### config.mk
export PLATFORM = sky130hd
export DESIGN_NAME = seq_event_stream_parser_core_flat
export DESIGN_NICKNAME = d
export VERILOG_FILES = /design/src/rtl/sesp_pkg.sv /design/src/rtl/sesp_if.sv /design/src/rtl/sesp_regs.sv /design/src/rtl/sesp_ctrl.sv /design/src/rtl/sesp_dp.sv /design/src/rtl/seq_event_stream_parser_core.sv /design/src/flat_wrapper.sv
export SDC_FILE = /design/constraint.sdc
export NUM_CORES = 1
export LEC_CHECK = 0
export ABC_AREA = 1
export BUFFER_PORTS_ARGS = -buffer_cell sky130_fd_sc_hd__buf_2
export CAP_MARGIN = 20
export CORE_MARGIN = 2
export CORE_UTILIZATION = 50
export CTS_CLUSTER_SIZE = 30
export DETAILED_ROUTE_END_ITERATION = 8
export GPL_TIMING_DRIVEN = 0
export PLACE_DENSITY = 0.72
export SLEW_MARGIN = 20
export SYNTH_ARGS = -nofsm -noshare
export SYNTH_HDL_FRONTEND = slang
export SYNTH_SLANG_ARGS = --single-unit
### constraint.sdc
create_clock -name clk -period 6.1 [get_ports clk]
set_input_delay 0.305 -clock clk [delete_from_list [all_inputs] [get_ports clk]]
set_output_delay 0.305 -clock clk [all_outputs]
set_load 0.1 [all_outputs]
### src/rtl/sesp_pkg.sv
// Package for the sequence event stream parser: widths, phase and kind codes,
// result record, controller/datapath command and status types.
// No dependencies.
package sesp_pkg;

  localparam int ZERO_RUN  = 10;
  localparam int OFF_W     = 32;
  localparam int LA_IDX_W  = $clog2(ZERO_RUN);
  localparam int FILL_W    = $clog2(ZERO_RUN + 1);
  localparam int EVT_W     = 19;
  localparam int DELTA_W   = 28;
  localparam int PADDR_W   = 3;

  localparam logic [EVT_W-1:0] MAX_EVENTS_RST = EVT_W'(262144);

  // register indexes
  localparam logic REG_BASE_OFFSET = 1'b0;
  localparam logic REG_MAX_EVENTS  = 1'b1;

  // parse phases
  localparam logic [3:0] PH_START  = 4'd0;
  localparam logic [3:0] PH_DELTA  = 4'd1;
  localparam logic [3:0] PH_STATUS = 4'd2;
  localparam logic [3:0] PH_D1     = 4'd3;
  localparam logic [3:0] PH_D2     = 4'd4;
  localparam logic [3:0] PH_META   = 4'd5;
  localparam logic [3:0] PH_T1     = 4'd6;
  localparam logic [3:0] PH_T2     = 4'd7;
  localparam logic [3:0] PH_T3     = 4'd8;
  localparam logic [3:0] PH_NONE   = 4'd15;

  // result kinds
  localparam logic [1:0] KIND_EVENT = 2'd0;
  localparam logic [1:0] KIND_FINAL = 2'd1;
  localparam logic [1:0] KIND_IMPL  = 2'd2;
  localparam logic [1:0] KIND_ERROR = 2'd3;

  localparam logic [7:0] META_TEMPO  = 8'h51;
  localparam logic [7:0] META_EOT    = 8'h2F;
  localparam logic [7:0] ST_META     = 8'hFF;
  localparam logic [7:0] CC_LOOP     = 8'd99;
  localparam logic [7:0] CC_LOOP_ON  = 8'd20;
  localparam logic [7:0] CC_LOOP_OFF = 8'd30;
  localparam logic [7:0] CC_COUNT_A  = 8'd98;
  localparam logic [7:0] CC_COUNT_B  = 8'd6;
  localparam logic [7:0] LOOP_ENDLESS = 8'd127;

  typedef struct packed {
    logic [1:0]         result_kind;
    logic [OFF_W-1:0]   event_offset;
    logic [DELTA_W-1:0] delta_time;
    logic [2:0]         delta_length;
    logic [7:0]         status_byte;
    logic               status_explicit;
    logic [2:0]         data_count;
    logic [7:0]         data_first;
    logic [7:0]         data_second;
    logic               loop_closed;
    logic [OFF_W-1:0]   loop_target;
    logic [7:0]         loop_repeats;
  } result_t;

  typedef struct packed {
    logic [OFF_W-1:0]   off;
    logic [DELTA_W-1:0] delta;
    logic [2:0]         dlen;
    logic [7:0]         status;
    logic               expl;
    logic [2:0]         cnt;
    logic [7:0]         d1;
    logic [7:0]         d2;
  } event_t;

  typedef struct packed {
    logic load;
    logic step;
    logic endfail;
  } dp_cmd_t;

  typedef struct packed {
    logic finished;
    logic err_pend;
    logic fill_full;
    logic fill_nz;
    logic out_free;
  } dp_stat_t;

  // phase that follows a status byte, PH_NONE for an unsupported status
  function automatic logic [3:0] dispatch_phase(input logic [7:0] st);
    logic [3:0] ph;
    ph = PH_NONE;
    case (st[7:4])
      4'h9, 4'hB, 4'hE, 4'hC: ph = PH_D1;
      4'hF:                   ph = (st == ST_META) ? PH_META : PH_NONE;
      default:                ph = PH_NONE;
    endcase
    return ph;
  endfunction

endpackage

### src/rtl/sesp_if.sv
// Stream channel interfaces for the parser: byte input and result output.
// Depends on sesp_pkg.
interface sesp_in_if;
  logic       valid;
  logic       ready;
  logic [7:0] byte_value;
  logic       first_byte;
  logic       last_byte;
  modport source (output valid, byte_value, first_byte, last_byte, input ready);
  modport sink   (input valid, byte_value, first_byte, last_byte, output ready);
endinterface

interface sesp_out_if;
  logic                        valid;
  logic                        ready;
  logic [1:0]                  result_kind;
  logic [sesp_pkg::OFF_W-1:0]  event_offset;
  logic [27:0]                 delta_time;
  logic [2:0]                  delta_length;
  logic [7:0]                  status_byte;
  logic                        status_explicit;
  logic [2:0]                  data_count;
  logic [7:0]                  data_first;
  logic [7:0]                  data_second;
  logic                        loop_closed;
  logic [sesp_pkg::OFF_W-1:0]  loop_target;
  logic [7:0]                  loop_repeats;
  modport source (output valid, result_kind, event_offset, delta_time, delta_length,
                  status_byte, status_explicit, data_count, data_first, data_second,
                  loop_closed, loop_target, loop_repeats, input ready);
  modport sink   (input valid, result_kind, event_offset, delta_time, delta_length,
                  status_byte, status_explicit, data_count, data_first, data_second,
                  loop_closed, loop_target, loop_repeats, output ready);
endinterface

### src/rtl/sesp_regs.sv
// APB-style configuration registers: base offset and event limit.
// Depends on sesp_pkg.
module sesp_regs (
  input  logic                         clk,
  input  logic                         rst_n,
  input  logic                         psel,
  input  logic                         penable,
  input  logic                         pwrite,
  input  logic [sesp_pkg::PADDR_W-1:0] paddr,
  input  logic [31:0]                  pwdata,
  output logic [31:0]                  prdata,
  output logic [sesp_pkg::OFF_W-1:0]   base_offset,
  output logic [sesp_pkg::EVT_W-1:0]   max_events
);
  import sesp_pkg::*;

  logic [OFF_W-1:0] base_r;
  logic [EVT_W-1:0] max_r;
  logic             wr_en;
  logic             reg_sel;

  assign wr_en   = psel && penable && pwrite;
  assign reg_sel = paddr[2];

  // write on the access phase
  always_ff @(posedge clk) begin
    if (!rst_n) begin
      base_r <= '0;
      max_r  <= MAX_EVENTS_RST;
    end else if (wr_en) begin
      if (reg_sel == REG_BASE_OFFSET) base_r <= pwdata[OFF_W-1:0];
      else                            max_r  <= pwdata[EVT_W-1:0];
    end
  end

  // read back
  always_comb begin
    prdata = '0;
    if (reg_sel == REG_BASE_OFFSET) prdata[OFF_W-1:0] = base_r;
    else                            prdata[EVT_W-1:0] = max_r;
  end

  assign base_offset = base_r;
  assign max_events  = max_r;
endmodule

### src/rtl/sesp_ctrl.sv
// Controller for the parser: accepts a byte, then sequences parse steps,
// the end-of-range drain and the closing error. Depends on sesp_pkg.
module sesp_ctrl (
  input  logic               clk,
  input  logic               rst_n,
  input  logic               in_valid,
  input  logic               in_last,
  output logic               in_ready,
  input  sesp_pkg::dp_stat_t stat,
  output sesp_pkg::dp_cmd_t  cmd
);
  import sesp_pkg::*;

  localparam logic ST_IDLE = 1'b0;
  localparam logic ST_RUN  = 1'b1;

  logic state_r, state_nxt;
  logic last_r, last_nxt;
  logic need_step;

  assign in_ready  = (state_r == ST_IDLE);
  assign need_step = stat.err_pend || stat.fill_full || (last_r && stat.fill_nz);

  always_comb begin
    state_nxt = state_r;
    last_nxt  = last_r;
    cmd       = '0;
    case (state_r)
      ST_IDLE: begin
        if (in_valid) begin
          cmd.load  = 1'b1;
          last_nxt  = in_last;
          state_nxt = ST_RUN;
        end
      end
      ST_RUN: begin
        // advance one step per cycle while the result slot is free
        if (stat.finished) begin
          state_nxt = ST_IDLE;
        end else if (need_step) begin
          cmd.step = stat.out_free;
        end else if (last_r) begin
          cmd.endfail = stat.out_free;
        end else begin
          state_nxt = ST_IDLE;
        end
      end
      default: state_nxt = ST_IDLE;
    endcase
  end

  always_ff @(posedge clk) begin
    if (!rst_n) begin
      state_r <= ST_IDLE;
      last_r  <= 1'b0;
    end else begin
      state_r <= state_nxt;
      last_r  <= last_nxt;
    end
  end
endmodule

### src/rtl/sesp_dp.sv
// Datapath for the parser: lookahead shift line, event decode, loop tracking
// and the result register. Depends on sesp_pkg.
module sesp_dp (
  input  logic                       clk,
  input  logic                       rst_n,
  input  sesp_pkg::dp_cmd_t          cmd,
  output sesp_pkg::dp_stat_t         stat,
  input  logic [7:0]                 in_byte,
  input  logic                       in_first,
  input  logic [sesp_pkg::OFF_W-1:0] base_offset,
  input  logic [sesp_pkg::EVT_W-1:0] max_events,
  output sesp_pkg::result_t          out_data,
  output logic                       out_valid,
  input  logic                       out_ready
);
  import sesp_pkg::*;

  logic [7:0]       la_r   [ZERO_RUN];
  logic [7:0]       la_nxt [ZERO_RUN];
  logic [FILL_W-1:0] fill_r, fill_nxt;
  logic [3:0]       phase_r, phase_nxt;
  logic [OFF_W-1:0] pos_r, pos_nxt;
  logic [7:0]       rs_r, rs_nxt;
  event_t           ev_r, ev_nxt;
  logic             lopen_r, lopen_nxt;
  logic [OFF_W-1:0] lstart_r, lstart_nxt;
  logic [7:0]       lcnt_r, lcnt_nxt;
  logic             ltaken_r, ltaken_nxt;
  logic [EVT_W-1:0] events_r, events_nxt;
  logic             fin_r, fin_nxt;
  logic             errp_r, errp_nxt;
  result_t          out_r, out_nxt;
  logic             ovalid_r, ovalid_nxt;
  logic             all_zero;

  // zero-run detector over the whole lookahead
  always_comb begin
    all_zero = 1'b1;
    for (int i = 0; i < ZERO_RUN; i++) begin
      if (la_r[i] != 8'd0) all_zero = 1'b0;
    end
  end

  assign stat.finished  = fin_r;
  assign stat.err_pend  = errp_r;
  assign stat.fill_full = (fill_r >= FILL_W'(ZERO_RUN));
  assign stat.fill_nz   = (fill_r != '0);
  assign stat.out_free  = !ovalid_r || out_ready;
  assign out_data  = out_r;
  assign out_valid = ovalid_r;

  always_comb begin
    event_t           e;
    logic [3:0]       ph;
    logic [7:0]       b;
    logic [1:0]       pops;
    logic             dbyte;
    logic             do_fail;
    logic             do_done;
    logic             closed;
    logic             fin;
    logic [OFF_W-1:0] pos_new;
    logic [EVT_W-1:0] ev_cnt;
    logic [FILL_W-1:0] fill_e;
    logic             fin_e;

    la_nxt     = la_r;
    fill_nxt   = fill_r;
    phase_nxt  = phase_r;
    pos_nxt    = pos_r;
    rs_nxt     = rs_r;
    ev_nxt     = ev_r;
    lopen_nxt  = lopen_r;
    lstart_nxt = lstart_r;
    lcnt_nxt   = lcnt_r;
    ltaken_nxt = ltaken_r;
    events_nxt = events_r;
    fin_nxt    = fin_r;
    errp_nxt   = errp_r;
    out_nxt    = out_r;
    ovalid_nxt = out_ready ? 1'b0 : ovalid_r;
    e          = ev_r;
    ph         = phase_r;
    b          = la_r[0];
    pops       = 2'd0;
    dbyte      = 1'b0;
    do_fail    = 1'b0;
    do_done    = 1'b0;
    closed     = 1'b0;
    fin        = 1'b0;
    pos_new    = pos_r;
    ev_cnt     = events_r;
    fill_e     = fill_r;
    fin_e      = fin_r;

    if (cmd.load) begin
      // restart on a first byte, then append unless the sequence has ended
      if (in_first) begin
        fill_e     = '0;
        fin_e      = 1'b0;
        phase_nxt  = PH_START;
        pos_nxt    = base_offset;
        rs_nxt     = '0;
        ev_nxt     = '0;
        lopen_nxt  = 1'b0;
        lstart_nxt = '0;
        lcnt_nxt   = '0;
        ltaken_nxt = 1'b0;
        events_nxt = '0;
        errp_nxt   = 1'b0;
      end
      fin_nxt  = fin_e;
      fill_nxt = fill_e;
      if (!fin_e && fill_e < FILL_W'(ZERO_RUN)) begin
        la_nxt[fill_e[LA_IDX_W-1:0]] = in_byte;
        fill_nxt = fill_e + FILL_W'(1);
      end
    end else if (cmd.endfail) begin
      // range ended before a final event
      out_nxt              = '0;
      out_nxt.result_kind  = KIND_ERROR;
      out_nxt.event_offset = (phase_r == PH_START) ? pos_r : ev_r.off;
      ovalid_nxt = 1'b1;
      fin_nxt    = 1'b1;
      fill_nxt   = '0;
    end else if (cmd.step) begin
      if (errp_r) begin
        // event limit reached
        out_nxt              = '0;
        out_nxt.result_kind  = KIND_ERROR;
        out_nxt.event_offset = pos_r;
        ovalid_nxt = 1'b1;
        fin_nxt    = 1'b1;
        errp_nxt   = 1'b0;
      end else if (fill_r == FILL_W'(ZERO_RUN) && phase_r == PH_START && all_zero) begin
        // implicit end by a zero run
        out_nxt              = '0;
        out_nxt.result_kind  = (events_r == '0) ? KIND_ERROR : KIND_IMPL;
        out_nxt.event_offset = pos_r;
        ovalid_nxt = 1'b1;
        fin_nxt    = 1'b1;
      end else begin
        if (phase_r == PH_START) begin
          e     = '0;
          e.off = pos_r;
          ph    = PH_DELTA;
        end
        pops = 2'd1;
        case (ph)
          PH_DELTA: begin
            e.delta = {e.delta[DELTA_W-8:0], b[6:0]};
            e.dlen  = e.dlen + 3'd1;
            if (!b[7])                ph = PH_STATUS;
            else if (e.dlen >= 3'd4)  do_fail = 1'b1;
          end
          PH_STATUS: begin
            if (b[7]) begin
              e.status = b;
              e.expl   = 1'b1;
              rs_nxt   = b;
              ph       = dispatch_phase(b);
              if (ph == PH_NONE) do_fail = 1'b1;
            end else if (rs_r == 8'd0) begin
              do_fail = 1'b1;
            end else begin
              e.status = rs_r;
              e.expl   = 1'b0;
              ph       = dispatch_phase(rs_r);
              if (ph == PH_NONE) do_fail = 1'b1;
              else               dbyte   = 1'b1;
            end
          end
          default: dbyte = 1'b1;
        endcase

        if (dbyte) begin
          case (ph)
            PH_D1: begin
              e.d1  = b;
              e.cnt = 3'd1;
              if (e.status[7:4] == 4'hC) do_done = 1'b1;
              else                       ph      = PH_D2;
            end
            PH_D2: begin
              e.d2    = b;
              e.cnt   = 3'd2;
              do_done = 1'b1;
            end
            PH_META: begin
              e.d1  = b;
              e.cnt = 3'd1;
              if (b == META_TEMPO) begin
                ph = PH_T1;
              end else if (b == META_EOT) begin
                // swallow one trailing zero
                if (fill_r >= FILL_W'(2) && la_r[1] == 8'd0) begin
                  pops  = 2'd2;
                  e.cnt = 3'd2;
                end
                do_done = 1'b1;
              end else begin
                do_fail = 1'b1;
              end
            end
            PH_T1: begin
              e.d2 = b;
              ph   = PH_T2;
            end
            PH_T2: ph = PH_T3;
            default: begin
              e.cnt   = 3'd4;
              do_done = 1'b1;
            end
          endcase
        end

        // pop consumed bytes
        for (int i = 0; i < ZERO_RUN; i++) begin
          if (pops == 2'd2) begin
            if (i + 2 < ZERO_RUN) la_nxt[i] = la_r[i+2];
          end else begin
            if (i + 1 < ZERO_RUN) la_nxt[i] = la_r[i+1];
          end
        end
        fill_nxt = fill_r - FILL_W'(pops);
        pos_new  = pos_r + OFF_W'(pops);
        pos_nxt  = pos_new;

        if (do_fail) begin
          out_nxt              = '0;
          out_nxt.result_kind  = KIND_ERROR;
          out_nxt.event_offset = e.off;
          ovalid_nxt = 1'b1;
          fin_nxt    = 1'b1;
        end else if (do_done) begin
          out_nxt = '0;
          // loop bracket tracking on controller events
          if (e.status[7:4] == 4'hB) begin
            if (e.d1 == CC_LOOP && e.d2 == CC_LOOP_ON) begin
              lopen_nxt  = 1'b1;
              lstart_nxt = pos_new;
              lcnt_nxt   = '0;
              ltaken_nxt = 1'b0;
            end else if (lopen_r && !ltaken_r && (e.d1 == CC_COUNT_A || e.d1 == CC_COUNT_B)) begin
              lcnt_nxt   = e.d2;
              ltaken_nxt = 1'b1;
            end else if (e.d1 == CC_LOOP && e.d2 == CC_LOOP_OFF && lopen_r) begin
              closed               = 1'b1;
              out_nxt.loop_target  = lstart_r;
              out_nxt.loop_repeats = lcnt_r;
              lopen_nxt            = 1'b0;
            end
          end
          fin = (closed && lcnt_r == LOOP_ENDLESS) || (e.status == ST_META && e.d1 == META_EOT);
          out_nxt.result_kind     = fin ? KIND_FINAL : KIND_EVENT;
          out_nxt.event_offset    = e.off;
          out_nxt.delta_time      = e.delta;
          out_nxt.delta_length    = e.dlen;
          out_nxt.status_byte     = e.status;
          out_nxt.status_explicit = e.expl;
          out_nxt.data_count      = e.cnt;
          out_nxt.data_first      = e.d1;
          out_nxt.data_second     = e.d2;
          out_nxt.loop_closed     = closed;
          ovalid_nxt = 1'b1;
          ev_cnt     = events_r + EVT_W'(1);
          events_nxt = ev_cnt;
          ph         = PH_START;
          if (fin)                        fin_nxt  = 1'b1;
          else if (ev_cnt >= max_events)  errp_nxt = 1'b1;
        end
        ev_nxt    = e;
        phase_nxt = ph;
      end
    end
  end

  // payload registers
  always_ff @(posedge clk) begin
    la_r       <= la_nxt;
    ev_r       <= ev_nxt;
    out_r      <= out_nxt;
    lstart_r   <= lstart_nxt;
    lcnt_r     <= lcnt_nxt;
  end

  // control state
  always_ff @(posedge clk) begin
    if (!rst_n) begin
      fill_r   <= '0;
      phase_r  <= PH_START;
      pos_r    <= '0;
      rs_r     <= '0;
      lopen_r  <= 1'b0;
      ltaken_r <= 1'b0;
      events_r <= '0;
      fin_r    <= 1'b0;
      errp_r   <= 1'b0;
      ovalid_r <= 1'b0;
    end else begin
      fill_r   <= fill_nxt;
      phase_r  <= phase_nxt;
      pos_r    <= pos_nxt;
      rs_r     <= rs_nxt;
      lopen_r  <= lopen_nxt;
      ltaken_r <= ltaken_nxt;
      events_r <= events_nxt;
      fin_r    <= fin_nxt;
      errp_r   <= errp_nxt;
      ovalid_r <= ovalid_nxt;
    end
  end
endmodule

### src/rtl/seq_event_stream_parser_core.sv
// Top level of the sequence event stream parser: channels, configuration port,
// controller and datapath. Depends on sesp_pkg, sesp_if, sesp_regs, sesp_ctrl, sesp_dp.

// The parser takes one sequence byte per transfer and emits one result per
// event, end or error. A byte is taken in a cycle in which the controller is
// idle, then the controller runs one parse step per cycle through a ten-byte
// lookahead shift line and returns to idle. While the lookahead fills a byte
// takes no parse step; once it holds ten bytes each byte adds one step (an
// event limit error adds one more step). A byte that ends the range adds one
// step per held byte (up to ten) plus the closing error when no final event
// came. Steps wait while the single result register is full; a new byte is
// taken while a result waits. Registers: base_offset at 0x0, max_events at
// 0x4.
module seq_event_stream_parser_core (
  input  logic                         clk,
  input  logic                         rst_n,
  sesp_in_if.sink                      in_ch,
  sesp_out_if.source                   out_ch,
  input  logic                         cfg_psel,
  input  logic                         cfg_penable,
  input  logic                         cfg_pwrite,
  input  logic [sesp_pkg::PADDR_W-1:0] cfg_paddr,
  input  logic [31:0]                  cfg_pwdata,
  output logic [31:0]                  cfg_prdata,
  output logic                         cfg_pready
);
  import sesp_pkg::*;

  logic [OFF_W-1:0] base_offset;
  logic [EVT_W-1:0] max_events;
  dp_cmd_t          cmd;
  dp_stat_t         stat;
  result_t          res;

  assign cfg_pready = 1'b1;

  sesp_regs u_regs (
    .clk, .rst_n,
    .psel(cfg_psel), .penable(cfg_penable), .pwrite(cfg_pwrite),
    .paddr(cfg_paddr), .pwdata(cfg_pwdata), .prdata(cfg_prdata),
    .base_offset, .max_events
  );

  sesp_ctrl u_ctrl (
    .clk, .rst_n,
    .in_valid(in_ch.valid), .in_last(in_ch.last_byte), .in_ready(in_ch.ready),
    .stat, .cmd
  );

  sesp_dp u_dp (
    .clk, .rst_n, .cmd, .stat,
    .in_byte(in_ch.byte_value), .in_first(in_ch.first_byte),
    .base_offset, .max_events,
    .out_data(res), .out_valid(out_ch.valid), .out_ready(out_ch.ready)
  );

  assign out_ch.result_kind     = res.result_kind;
  assign out_ch.event_offset    = res.event_offset;
  assign out_ch.delta_time      = res.delta_time;
  assign out_ch.delta_length    = res.delta_length;
  assign out_ch.status_byte     = res.status_byte;
  assign out_ch.status_explicit = res.status_explicit;
  assign out_ch.data_count      = res.data_count;
  assign out_ch.data_first      = res.data_first;
  assign out_ch.data_second     = res.data_second;
  assign out_ch.loop_closed     = res.loop_closed;
  assign out_ch.loop_target     = res.loop_target;
  assign out_ch.loop_repeats    = res.loop_repeats;

`ifndef SYNTHESIS
  // no parse step once the sequence has ended
  a_step_live: assert property (@(posedge clk) disable iff (!rst_n)
    cmd.step |-> !stat.finished) else $error("parse step after end");
  // a pending limit error never coexists with an ended sequence
  a_errp: assert property (@(posedge clk) disable iff (!rst_n)
    stat.err_pend |-> !stat.finished) else $error("pending error after end");
  // a step only issues when the result register can take it
  a_slot: assert property (@(posedge clk) disable iff (!rst_n)
    (cmd.step || cmd.endfail) |-> stat.out_free) else $error("result overwritten");
`endif
endmodule

### src/flat_wrapper.sv
// flat-port wrapper written by rule: the top's interface ports become plain ports
module seq_event_stream_parser_core_flat import sesp_pkg::*;
  (clk, rst_n, cfg_psel, cfg_penable, cfg_pwrite, cfg_paddr, cfg_pwdata, cfg_prdata, cfg_pready, in_ch_valid, in_ch_byte_value, in_ch_first_byte, in_ch_last_byte, in_ch_ready, out_ch_valid, out_ch_result_kind, out_ch_event_offset, out_ch_delta_time, out_ch_delta_length, out_ch_status_byte, out_ch_status_explicit, out_ch_data_count, out_ch_data_first, out_ch_data_second, out_ch_loop_closed, out_ch_loop_target, out_ch_loop_repeats, out_ch_ready);
  sesp_in_if in_ch_i ();
  sesp_out_if out_ch_i ();
  input  logic clk;
  input  logic rst_n;
  input  logic cfg_psel;
  input  logic cfg_penable;
  input  logic cfg_pwrite;
  input  logic [sesp_pkg::PADDR_W-1:0] cfg_paddr;
  input  logic [31:0] cfg_pwdata;
  output logic [31:0] cfg_prdata;
  output logic cfg_pready;
  input wire logic [$bits(in_ch_i.valid)-1:0] in_ch_valid;
  input wire logic [$bits(in_ch_i.byte_value)-1:0] in_ch_byte_value;
  input wire logic [$bits(in_ch_i.first_byte)-1:0] in_ch_first_byte;
  input wire logic [$bits(in_ch_i.last_byte)-1:0] in_ch_last_byte;
  output wire logic [$bits(in_ch_i.ready)-1:0] in_ch_ready;
  output wire logic [$bits(out_ch_i.valid)-1:0] out_ch_valid;
  output wire logic [$bits(out_ch_i.result_kind)-1:0] out_ch_result_kind;
  output wire logic [$bits(out_ch_i.event_offset)-1:0] out_ch_event_offset;
  output wire logic [$bits(out_ch_i.delta_time)-1:0] out_ch_delta_time;
  output wire logic [$bits(out_ch_i.delta_length)-1:0] out_ch_delta_length;
  output wire logic [$bits(out_ch_i.status_byte)-1:0] out_ch_status_byte;
  output wire logic [$bits(out_ch_i.status_explicit)-1:0] out_ch_status_explicit;
  output wire logic [$bits(out_ch_i.data_count)-1:0] out_ch_data_count;
  output wire logic [$bits(out_ch_i.data_first)-1:0] out_ch_data_first;
  output wire logic [$bits(out_ch_i.data_second)-1:0] out_ch_data_second;
  output wire logic [$bits(out_ch_i.loop_closed)-1:0] out_ch_loop_closed;
  output wire logic [$bits(out_ch_i.loop_target)-1:0] out_ch_loop_target;
  output wire logic [$bits(out_ch_i.loop_repeats)-1:0] out_ch_loop_repeats;
  input wire logic [$bits(out_ch_i.ready)-1:0] out_ch_ready;
  assign in_ch_i.valid = in_ch_valid;
  assign in_ch_i.byte_value = in_ch_byte_value;
  assign in_ch_i.first_byte = in_ch_first_byte;
  assign in_ch_i.last_byte = in_ch_last_byte;
  assign in_ch_ready = in_ch_i.ready;
  assign out_ch_valid = out_ch_i.valid;
  assign out_ch_result_kind = out_ch_i.result_kind;
  assign out_ch_event_offset = out_ch_i.event_offset;
  assign out_ch_delta_time = out_ch_i.delta_time;
  assign out_ch_delta_length = out_ch_i.delta_length;
  assign out_ch_status_byte = out_ch_i.status_byte;
  assign out_ch_status_explicit = out_ch_i.status_explicit;
  assign out_ch_data_count = out_ch_i.data_count;
  assign out_ch_data_first = out_ch_i.data_first;
  assign out_ch_data_second = out_ch_i.data_second;
  assign out_ch_loop_closed = out_ch_i.loop_closed;
  assign out_ch_loop_target = out_ch_i.loop_target;
  assign out_ch_loop_repeats = out_ch_i.loop_repeats;
  assign out_ch_i.ready = out_ch_ready;
  seq_event_stream_parser_core u_core (.clk(clk), .rst_n(rst_n), .in_ch(in_ch_i), .out_ch(out_ch_i), .cfg_psel(cfg_psel), .cfg_penable(cfg_penable), .cfg_pwrite(cfg_pwrite), .cfg_paddr(cfg_paddr), .cfg_pwdata(cfg_pwdata), .cfg_prdata(cfg_prdata), .cfg_pready(cfg_pready));
endmodule
### After elaboration in Yosys (flattened, before gate mapping)

Cells that the tools add are included.

* flip-flop bits (word level): 470
* output and inout port bits: 169
* input port bits: 52
* word-level logic and storage cells: 467

* equality and inequality tests: 45
* muxes and demuxes: 288
* add/sub/neg operators: 5
* reductions and logical operators: 72
* $lt $le $gt $ge: 7
* bitwise operators: 4

Operators with widths (count)
* $mux W91: 12
* $mux W134: 5
* $mux W32: 17
* $mux W72: 5
* $mux W19: 15
* $mux W8: 30
* $mux W4: 50
* $mux W40: 4
* $mux W132: 1
* $mux W1: 112
* $bwmux W80: 1
* $mux W80: 1
* $reduce_bool A8 Y1: 10
* $mux W9: 8
* $eq A4 B4 Y1 const B: 15
* $add A32 B2 Y32: 1
* $demux W8 S4: 1
* $eq A8 B7 Y1 const B: 4
* $mux W31: 1
* $mux W2: 15
* $eq A8 B8 Y1 const B: 3
* $pmux W4 S2: 3
* $add A19 B1 Y19 const B: 1
* $ge A19 B19 Y1: 1
* 47 further kinds: 105

### Longest topological paths before layout

* depth after elaboration: 65
* depth in mapped cells: 29
* gate-level depth less buffers: 28

### Modules after synthesis

Synthesis repeated with hierarchy kept, for this count alone.

* cells, all modules: 2646
* area, all modules: 23128.4 sq um

By module, submodules not included
* sesp_dp: times used 1, cells an instance 2219, seq. area each 11801.3 sq um, area each 20447.1 sq um
* sesp_regs: times used 1, cells an instance 402, seq. area each 1021.0 sq um, area each 2529.9 sq um
* sesp_ctrl: times used 1, cells an instance 23, seq. area each 40.0 sq um, area each 140.1 sq um
* seq_event_stream_parser_core: times used 1, cells an instance 2, seq. area each 0.0 sq um, area each 11.3 sq um

### Worst setup path after synthesis

No wires, ideal clock.

* path kind: register to register
* from: reg u_core.u_dp.phase_r[3]
* to: reg u_core.u_dp.out_r, in the netlist u_core.u_dp.out_data[0] (enable)
* path slack: 0.405 ns
* stages on the path, launching flop included: 19
* path buffers: 3
* library setup time: 0.499 ns
* period minus slack after synthesis: 5.695 ns
* data required time: 5.601 ns
* arrival: 5.196 ns
* path through: dfxtp_1 > nor2_2 > inv_2 > nor2_2 > buf_4 > nand2_1 > buf_2 > clkinv_1 > clkbuf_1 > nor2_1 > ha_1 > xor2_1 > nor2_1 > nand2_1 > nand3_1 > nor2_1 > nand2_1 > nand2_1 > nand2_1

* longest elaborated chain between the ends: 26
* elaborated cells between the ends (all ways): 70
* those cells by class: 1 x add/sub; 1 x order compare; 7 x eq/ne; 55 x mux; 6 x reduce/logical

Ends and longest elaborated chain
* from (decl): RTL line sesp_dp.sv:21 `logic [3:0] phase_r, phase_nxt;`
* from (signal assigned): RTL line sesp_dp.sv:302 `phase_r <= phase_nxt;`
* $logic_not A4 Y1: RTL line sesp_dp.sv:135, sesp_dp.sv:143
* $mux W4 or $mux W91 (tied branches): RTL line sesp_dp.sv:143 `if (phase_r == PH_START) begin`
* $mux W4 or $mux W91 (tied branches): RTL line sesp_dp.sv:135 `end else if (fill_r == FILL_W'(ZERO_RUN) && phase_r == PH_START && all_zero) begin`
* $mux W4 or $mux W91 (tied branches): RTL line sesp_dp.sv:127 `if (errp_r) begin`
* $mux W4 or $mux W91 (tied branches): RTL line sesp_dp.sv:126 `end else if (cmd.step) begin`
* $mux W4 or $mux W91 (tied branches): RTL line sesp_dp.sv:118 `end else if (cmd.endfail) begin`
* $mux W4 or $mux W91 (tied branches): RTL line sesp_dp.sv:96 `if (cmd.load) begin`
* $mux W4 or $mux W9 (tied branches): RTL line sesp_dp.sv:163 `end else if (rs_r == 8'd0) begin`
* (+10 left out)
* $mux W1: RTL line sesp_dp.sv:176 `if (dbyte) begin`
* $mux W1: RTL line sesp_dp.sv:135
* $mux W1: RTL line sesp_dp.sv:127
* $mux W1: RTL line sesp_dp.sv:126
* $mux W1: RTL line sesp_dp.sv:118
* $mux W1: RTL line sesp_dp.sv:96
* $reduce_bool A5 Y1 (no source line) (*)
* $reduce_and A3 Y1 (no source line) (*)
* to (signal assigned): RTL line sesp_dp.sv:282 `out_r <= out_nxt;`
* to (decl): RTL line sesp_dp.sv:32 `result_t out_r, out_nxt;`

Mark *: on every way between the ends. The rest lies on a longest branch, timed or not. The select of a mux whose other input is x is not followed.
A chain may end at the register's enable or synchronous reset.

### Worst setup path in the final report

* from: reg u_core.u_dp.la_r[76] (netlist name)
* to: reg u_core.u_dp.pos_r[24]

* longest elaborated chain between the ends: 31
* elaborated cells between the ends (all ways): 55
* those cells by class: 1 x add/sub; 10 x eq/ne; 40 x mux; 4 x reduce/logical

Ends and longest elaborated chain
* from (decl): RTL line sesp_dp.sv:18 `logic [7:0] la_r [ZERO_RUN];`
* from (signal assigned): RTL line sesp_dp.sv:280 `la_r <= la_nxt;`
* $eq A4 B4 Y1 or $eq A8 B8 Y1 (tied branches): RTL line sesp_pkg.sv:92, sesp_pkg.sv:94
* $reduce_or A4 Y1 or $mux W4 (tied branches): RTL line sesp_pkg.sv:92, sesp_pkg.sv:94
* $pmux W4 S2: RTL line sesp_pkg.sv:92 `case (st[7:4])`
* $mux W4: RTL line sesp_dp.sv:157 `if (b[7]) begin`
* $mux W4: RTL line sesp_dp.sv:149 `case (ph)`
* $mux W4: RTL line sesp_dp.sv:135
* $mux W4: RTL line sesp_dp.sv:127
* $mux W4: RTL line sesp_dp.sv:126
* (+15 left out)
* $mux W2: RTL line sesp_dp.sv:118
* $mux W2: RTL line sesp_dp.sv:96
* $add A32 B2 Y32: RTL line sesp_dp.sv:226 `pos_new = pos_r + OFF_W'(pops);`
* $mux W32: RTL line sesp_dp.sv:135
* $mux W32: RTL line sesp_dp.sv:127
* $mux W32: RTL line sesp_dp.sv:126
* $mux W32: RTL line sesp_dp.sv:118
* $mux W32: RTL line sesp_dp.sv:96
* to (signal assigned): RTL line sesp_dp.sv:303 `pos_r <= pos_nxt;`
* to (decl): RTL line sesp_dp.sv:22 `logic [OFF_W-1:0] pos_r, pos_nxt;`

Several ways; a longest one is shown, not always the timed one. The select of a mux whose other input is x is not followed.

==> results.yml <==
global_routing:
  antenna_found_initial: 1
  grt.busiest_layer: "met2"
  grt_pass1_vias: 18352
  grtUsageTotal: 0.283
  use_met2: 0.448
  grt_max_degree: 60
  grtUsageMet3: 0.0496
  grt_pass1_wl_microns: 103000
  grt_use_met1: 0.394
  grt-ovfl-total: 0
cts:
  clk_pin_slew_ns: 0.07
  numCtsBuffers: 49
  cts_tree: "done"
  htree_levels: 2
  clock_path_buffers: 3
  clk-insertion-delay-late_ns: 0.62
  root_buffer: "clkbuf_16"
  cts_sinks: 470
yosys:
  synthArstFlopShare: 0
  synth_nets: 2564
  synth_top_cell_by_area: "edfxtp_1"
  yosys.cell_types.count: 57
  postSynthAreaPerCell_sq_um: 9.15
  synthTopCellsByArea: "edfxtp_1, dfxtp_1, o21ai_0, nor2_1, inv_1"
  synth_ff_type: "edfxtp_1"
  ys_warn_count: 0
  synth_cells: 2480
  ys_seq_area_frac: 0.567
  ys_seq_elements: 470
  synth_edf_count: 345
  synth_top_area_frac: 0.456
  synthesis.area_sq_um: 22700
setup_path:
  setup.worst_path.class: "reg -> reg"
  cp.required_ns: 6.62
  cp_max_fo: 16
  crit_path_end_kind: "flop"
  crit_arrival_ns: 6.17
  worstSetupStartpointType: "flop"
finish:
  fillers: 3951
  fin_util: 0.591
  final_cells: 3422
  area_growth_pct: 17.3
  drive_gt1_frac: 0.149
  nets: 2864
routing:
  ant_nets: 0
  post-route-drc-count: 0
  via_per_inst: 5.72
  wire_per_inst_microns: 19.8
  firstDrtPassIters: 6
  finalWirelength_microns: 67600
  vias: 19573
  drtIter0Drc: 2204
sta:
  finalSetupViolCount: 0
  worstMarginPinSlew_ns: 0.947
  maxSlewHeadroom: 0.369
  hold_viol_final: 0
  hold_ws_ns: 0.0201
  min_period_over_period: 0.926
  fin_crit_ns: 5.65
  max_freq_mhz: 177
  setup_slack_ns: 0.453
  rsz0062_at_grt: "no"
  skew_ns: 0.0259
  finalSetupTns_ns: 0
  drv_slew: 0
floorplanning:
  initial_core_util: 0.503
  core_area_sq_um: 45100
  io_pins: 221
  dieWidth_microns: 217
  fp.dieH_microns: 217
  num_rows: 78
  die-area_sq_um: 47100
placed_design:
  dp_slack_ns: 0.0235
  hpwl_microns: 50000
  dp.cells: 3299
  port_buffers: 215
  gp_congestion: 0.997
min_path:
  hold_path.class: "in -> reg"
power:
  ir_drop_mv: 0.177
  power_frac_comb: 0.192
  leakage_nw: 10.5
  power_density_nw_per_um2: 326
  power_frac_seq: 0.447
  switching_power_w: 0.00271
  clkPwrFrac: 0.361
  internal_power_w: 0.00598
  swShare: 0.312
job:
  drv_cap: 0
run_status:
  outcome: "completed"
synth_stat cells, types with 25 or more instances:
cell      instances
nor2_1          365
edfxtp_1        345
inv_1           297
o21ai_0         286
nand2_1         275
a21oi_1         156
dfxtp_1         125
clkbuf_1        103
nand3_1          82
o22ai_1          67
a211oi_1         50
nor3_1           42
nor2_4           32
ha_1             30
nand4_1          28
nor4_1           25
worst max-delay path, stage by stage, from the launching register on:
cell      delay, ns
edfxtp_1       0.57
inv_1          0.24
nand3_1        0.11
o21ai_0        0.11
a21oi_1        0.22
nand3_2        0.11
nand2_2        0.12
nor2_4         0.07
nand3_4        0.15
nor3_4         0.07
buf_4          0.19
inv_2          0.31
ha_1           0.25
inv_1          0.06
fa_1           0.41
nor3_2         0.39
nand3_1        0.19
nor2_1         0.19
inv_1          0.08
nor2_1         0.24
nand2_1        0.16
nor4_1         0.36
or3b_1         0.41
a21oi_1        0.30
nor2_1         0.07
a211oi_1       0.18
power by group through the flow:
stage	Clock, W	Sequential, W	Combinational [W]
6_report	0.00314	0.00389	0.00167
2_1_floorplan	0	0.00406	0.00101
4_1_cts	0.00316	0.00388	0.00164
5_1_grt	0.00329	0.00390	0.00182
3_5_place_dp	0	0.00395	0.00162
3_3_place_gp	0	0.00396	0.00157
state kept, by name, indices dropped and copies added (netlist names):
signal / flops
u_core.u_dp.lopen_r: 1
u_core.u_dp.lcnt_r: 8
u_core.u_dp.out_valid: 1
u_core.u_dp.ltaken_r: 1
u_core.u_dp.out_data: 134
u_core.u_ctrl.state_r: 1
u_core.u_dp.ev_r: 91
u_core.u_dp.lstart_r: 32
u_core.u_dp.errp_r: 1
u_core.u_dp.la_r: 80
u_core.u_dp.pos_r: 32
u_core.u_dp.events_r: 19
u_core.u_regs.max_events: 19
u_core.u_dp.fin_r: 1
u_core.u_regs.base_offset: 32
u_core.u_dp.phase_r: 4
u_core.u_dp.fill_r: 4
u_core.u_ctrl.last_r: 1
u_core.u_dp.rs_r: 8
cells in the final DEF, fill, tap and decap left out, types with 32 or more instances in the layout:
cell type / instances
nor2_1: 365
edfxtp_1: 345
inv_1: 296
o21ai_0: 286
nand2_1: 274
buf_2: 221
a21oi_1: 156
dfxtp_1: 125
clkbuf_1: 108
nand3_1: 82
o22ai_1: 67
a211oi_1: 49
clkbuf_16: 49
nor3_1: 41
nor2_4: 32
kinds of logic after synthesis:
family                   share of synthesized area
AND/OR/NAND/NOR                              0.183
AO/OA/AOI/OAI                                0.146
flip-flops                                   0.567
buffers and inverters                       0.0784
adder cells (fa/ha/maj)                     0.0183
XOR/XNOR                                   0.00656
other                                     0.000165
multiplexers                              0.000441
path summary, 6_finish.rpt:
| path | from | end | slack [ns] | depth (start not counted) |
|---|---|---|---|---|
| setup reg to reg | u_core.u_dp.la_r[76] | u_core.u_dp.pos_r[24] | 0.45 | 25 |
| hold reg to reg | u_core.u_regs.base_offset[28] | u_core.u_regs.base_offset[28] | 0.48 | 2 |
| hold / removal | cfg_pwdata[23] | u_core.u_regs.base_offset[23] | 0.02 | 3 |
| setup / recovery | u_core.u_dp.la_r[76] | u_core.u_dp.pos_r[24] | 0.45 | 25 |
final cells by class:
type | count | area [sq um] | area share
well taps | 600 | 751 | 0.0282
inverters | 322 | 1210 | 0.0456
multi-input cells | 1563 | 8080 | 0.303
diodes | 1 | 2.50 | 0.0000939
clock inverters | 30 | 353 | 0.0132
repair buffers | 250 | 1480 | 0.0555
flip-flops and latches | 470 | 12900 | 0.483
clock buffers | 62 | 1330 | 0.0497
plain buffers | 124 | 567 | 0.0213
per-layer routing:
metal,wire length (microns),vias up
li1,-,9100
met5,0,-
met1,28300,9259
met2,30700,1068
met4,2230,0
met3,6320,146
through the flow:
| stage | power [W] | area, sq um |
|---|---|---|
| 5_1_grt | 0.00902 | 26600 |
| 6_report | 0.00869 | 26600 |
| 2_1_floorplan | 0.00506 | 22700 |
| 3_3_place_gp | 0.00553 | 24500 |
| 3_5_place_dp | 0.00556 | 24600 |
| 4_1_cts | 0.00868 | 26600 |
repair_timing:
action | in CTS | in global routing
gates resized for setup | 1 | 2
hold endpoints to repair | 32 | 0
endpoints found under the setup margin | 1 | 6
buffers inserted | 0 | 1
pin swaps | 0 | 1
hold buffers | 30 | 0
(Power assumes the default switching activity.)
